<file path="src/hdl/rcpm_pkg.sv">
`default_nettype none
// ----------------------------------------------------------------------------
// rcpm_pkg
// Shared constants, codes and types for the reference counted pointer map.
// ----------------------------------------------------------------------------
package rcpm_pkg;

    localparam int ENTRIES  = 64;
    localparam int REF_BITS = 16;
    localparam int IDX_W    = $clog2(ENTRIES);

    localparam int MODE_W   = 3;
    localparam int KEY_W    = 64;
    localparam int HALF_W   = 16;
    localparam int FAR_W    = 2 * HALF_W;
    localparam int PCNT_W   = 7;
    localparam int STATUS_W = 2;

    localparam logic [MODE_W-1:0] MODE_STORE   = 3'd0;
    localparam logic [MODE_W-1:0] MODE_REPLACE = 3'd1;
    localparam logic [MODE_W-1:0] MODE_LOOKUP  = 3'd2;
    localparam logic [MODE_W-1:0] MODE_REF     = 3'd3;
    localparam logic [MODE_W-1:0] MODE_UNREF   = 3'd4;
    localparam logic [MODE_W-1:0] MODE_PURGE   = 3'd5;

    localparam logic [STATUS_W-1:0] ST_OK       = 2'd0;
    localparam logic [STATUS_W-1:0] ST_MISS     = 2'd1;
    localparam logic [STATUS_W-1:0] ST_MISMATCH = 2'd2;
    localparam logic [STATUS_W-1:0] ST_FULL     = 2'd3;

    localparam logic [REF_BITS-1:0] REF_MAX = '1;
    localparam logic [REF_BITS-1:0] REF_ONE = REF_BITS'(1);

    localparam logic [IDX_W-1:0] IDX_LAST = IDX_W'(ENTRIES - 1);

    typedef logic [IDX_W-1:0] idx_t;

    // commands from the controller to the datapath
    typedef struct packed {
        logic load;    // capture the input word, restart the sweep
        logic step;    // one entry of the sweep (search read or purge)
        logic update;  // write back and register the result
    } rcpm_cmd_t;

endpackage : rcpm_pkg
`default_nettype wire

</file>
<file path="src/hdl/rcpm_ctrl.sv">
`default_nettype none
// ----------------------------------------------------------------------------
// rcpm_ctrl
// Sequencer: accept a command, sweep every entry, drain the compare stage,
// then issue one update cycle.
// ----------------------------------------------------------------------------
module rcpm_ctrl
(
    input  wire logic                clk,
    input  wire logic                rst_n,
    input  wire logic                start,
    input  wire logic                last,
    output rcpm_pkg::rcpm_cmd_t      cmd,
    output logic                     busy
);

    localparam logic [1:0] S_IDLE   = 2'd0;
    localparam logic [1:0] S_STEP   = 2'd1;
    localparam logic [1:0] S_DRAIN  = 2'd2;
    localparam logic [1:0] S_UPDATE = 2'd3;

    logic [1:0] state_reg;
    logic [1:0] state_next;

    always_ff @(posedge clk or negedge rst_n)
    begin
        if (!rst_n)
        begin
            state_reg <= S_IDLE;
        end
        else
        begin
            state_reg <= state_next;
        end
    end

    always_comb
    begin
        state_next  = state_reg;
        cmd         = '0;
        case (state_reg)
            S_IDLE:
            begin
                if (start)
                begin
                    cmd.load   = 1'b1;
                    state_next = S_STEP;
                end
            end
            S_STEP:
            begin
                cmd.step = 1'b1;
                if (last)
                begin
                    state_next = S_DRAIN;
                end
            end
            S_DRAIN:
            begin
                state_next = S_UPDATE;
            end
            S_UPDATE:
            begin
                cmd.update = 1'b1;
                state_next = S_IDLE;
            end
            default:
            begin
                state_next = S_IDLE;
            end
        endcase
    end

    assign busy = (state_reg != S_IDLE);

endmodule : rcpm_ctrl
`default_nettype wire

</file>
<file path="config.mk">
export PLATFORM = sky130hd
export DESIGN_NAME = rcpm_ctrl
export DESIGN_NICKNAME = d
export VERILOG_FILES = /design/src/hdl/rcpm_pkg.sv /design/src/hdl/rcpm_ctrl.sv
export SDC_FILE = /design/constraint.sdc
export NUM_CORES = 1
export LEC_CHECK = 0
export BUFFER_PORTS_ARGS = -buffer_cell sky130_fd_sc_hd__buf_2
export CAP_MARGIN = 20
export CORE_AREA = 10 10 47 49
export CTS_BUF_LIST = sky130_fd_sc_hd__clkbuf_8
export DETAILED_ROUTE_END_ITERATION = 6
export DIE_AREA = 0 0 57 59
export MAX_ROUTING_LAYER = met4
export PLACE_DENSITY = 0.38
export SETUP_SLACK_MARGIN = 0.02
export SYNTH_ARGS = -nofsm -noshare
export SYNTH_HDL_FRONTEND = slang
export SYNTH_SLANG_ARGS = --single-unit
</file>
<file path="constraint.sdc">
create_clock -name clk -period 2.4 [get_ports clk]
set_clock_uncertainty 0.15 [all_clocks]
set_input_delay 0.12 -clock clk [delete_from_list [all_inputs] [get_ports clk]]
set_output_delay 0.12 -clock clk [all_outputs]
set_load 0.05 [all_outputs]
</file>
==> results by group <==
Placement
  • DP Area: 226 um^2
  • Post-DP HPWL: 328 um
  • PortBufs: 7
  • GP Congestion: 0.726

Clocking
  • Total CTS buffers: 3
  • Clock buffer depth: 2
  • Worst-Skew Late Latency: 0.21 ns
  • # resized after CTS: 0
  • H-Tree Level Count: 1
  • Setup repair bufs after CTS: 0
  • CTS tree: yes
  • Clk root buf: clkbuf_8
  • Hold-fix buffers, CTS: 1
  • Reg clk slew, reported paths: roughly 0.030 ns
  • CTS Sinks: 2

Logic synthesis
  • Synth unique cells: 9
  • Post-Synthesis Cell Area: 171 um^2
  • Async set-reset flop share out of synthesis: 100%
  • Sequential-to-total area share from yosys stat: 29.2%
  • Synth top cells by count: ha_1, inv_1, dfrtp_1
  • Xor and xnor area share after synthesis: 0%
  • Most numerous cell in the Yosys netlist: ha_1
  • Syn_nets: 25
  • Post-synth top area share: 36.5%
  • Top post-synthesis cells by area: ha_1, dfrtp_1, o22ai_2, inv_1, mux2_1
  • Mux cell area share after synthesis: 12.4%
  • Post-synth top area cell: ha_1
  • Synth Area in Adders: 36.5%
  • Post-synth EDFFs: 0
  • Synth warn: 0
  • Main combinational cell family by area after synthesis: adder cells
  • Syn avg cell area: between 10 and 15 um^2
  • Post-Syn Instances: 16
  • Post-synthesis compound-gate area fraction: 7.30%
  • Synth Area in Simple Gates: 5.84%
  • Seq cells post-synth: 2
  • Prevailing post-synth register cell: dfrtp_1

Global routing
  • First-pass GRT wire length: 600 um
  • Grt total ovfl: 0
  • Total GRT Usage: 2.67%
  • Number of antenna violations at the first check in global routing: 0
  • Largest net degree at the start of global routing: 5
  • Vias in the first global route: 162

Worst hold path
  • Hold Path Class: in2async

Floorplanning
  • Die width: roughly 57 um
  • Core Area: 0.00140 mm^2
  • Initial cell density of the core: roughly 12%
  • Die footprint: 0.00336 mm^2
  • Std cell rows: 14
  • I/O pins: 8
  • Chip height: 59 um

Worst setup path
  • CP arrival: 1.52 ns
  • Critical Path Start: state_reg[0]
  • Critical path class: reg2reg
  • Critical-path maximum fanout: 4
  • R2R Path End: state_reg[1]
  • CP Launch Type: register
  • Critical R2R Launch: state_reg[0]
  • CP endpoint kind: register
  • R2R setup slack: 0.81 ns
  • Reg2Reg Depth: 5
  • CP required: approximately 2.3 ns

Final layout
  • Layout area overhead: 62.0%
  • Fraction of layout cells with a size suffix above 1: 44.4%
  • Max reg flops: 2
  • Nets: 38
  • Antenna Cells: 0
  • Layout fillers: 164
  • Design Area, Final: 278 um^2

Drt
  • Iter 0 DRT Violations: 0
  • Final ANT Viol Nets: 0
  • Drt total wl: 411 um
  • Routed wire per std cell: around 9.6 um
  • Residual DRC: 0
  • Average via count per standard cell: 3.33
  • Via count: 143
  • First-pass detailed-route iteration total: 1

STA
  • Final hold violation count: 0
  • Post-route minimum period: 1.59 ns
  • Max_slew headroom: 83.2%
  • RSZ-0062 raised after global routing: false
  • Fin. max-slew vios: 0
  • Final Cycle Share: 66.3%
  • Worst-Margin Slew: 0.254 ns
  • Max frequency: about 630 MHz
  • Total negative slack: 0 ns
  • Final setup vio count: 0

Status
  • Status: complete, no violations

Flow run
  • Max Cap Viol: 0
[logic make-up after synthesis]
family,after synthesis
flip-flops,2
adder cells (fa/ha/maj),5
AO/OA/AOI/OAI,1
buffers and inverters,4
AND/OR/NAND/NOR,2
multiplexers,2
[per-stage QoR]
step	util [%]	std cells	setup slack [ns]	hold WS, ns
2_1_floorplan	-	16	0.610	-0.326
3_3_place_gp	16.2	39	0.871	-0.245
3_5_place_dp	16.2	39	0.803	-0.243
4_1_cts	19.8	43	0.797	0.0696
5_1_grt	19.8	43	0.747	0.109
6_report	19.8	43	0.809	0.0733
[placed cells by master, fill, tap and decap left out]
cell	count
mux2_1	1
and2_1	1
o22ai_2	1
dfrtp_1	2
buf_2	7
inv_1	3
inv_2	1
dlygate4sd3_1	1
clkbuf_8	3
nor2_1	1
mux2i_1	1
ha_1	5
[metal layers]
metal  global-route usage (%)  share of wire, %
met1                     2.73                54
met2                     2.64                36
met3                     1.72               9.7
met4                     4.03                 0
met5                        -                 0
[how the worst max path moves through the flow]
| stage | endpoint | slack (ns) | depth (start not counted) |
|---|---|---|---|
| 2_1_floorplan | state_reg[1] | 0.61 | 5 |
| 3_3_place_gp | state_reg[1] | 0.87 | 5 |
| 4_1_cts | state_reg[1] | 0.80 | 5 |
| 6_report | state_reg[1] | 0.81 | 5 |
| 5_1_grt | state_reg[1] | 0.75 | 5 |
| 3_5_place_dp | state_reg[1] | 0.80 | 5 |
[area by class of cell]
type	count	area [um^2]	share of cell area [%]
multi-input combinational	10	106	38.3
sequential	2	50.0	18.0
timing repair buffer	8	45.0	16.2
clock buffer	3	41.3	14.9
tap	16	20.0	7.21
inverter	4	15.0	5.41
[critical path, cell delays in order (launching register included)]
cell and delay (ns):
dfrtp_1 0.40, inv_1 0.13, ha_1 0.20, inv_2 0.05
o22ai_2 0.20, mux2_1 0.34
Power is not shown: default switching activity piles up to over one toggle a cycle in this logic, so the estimate is an artifact.
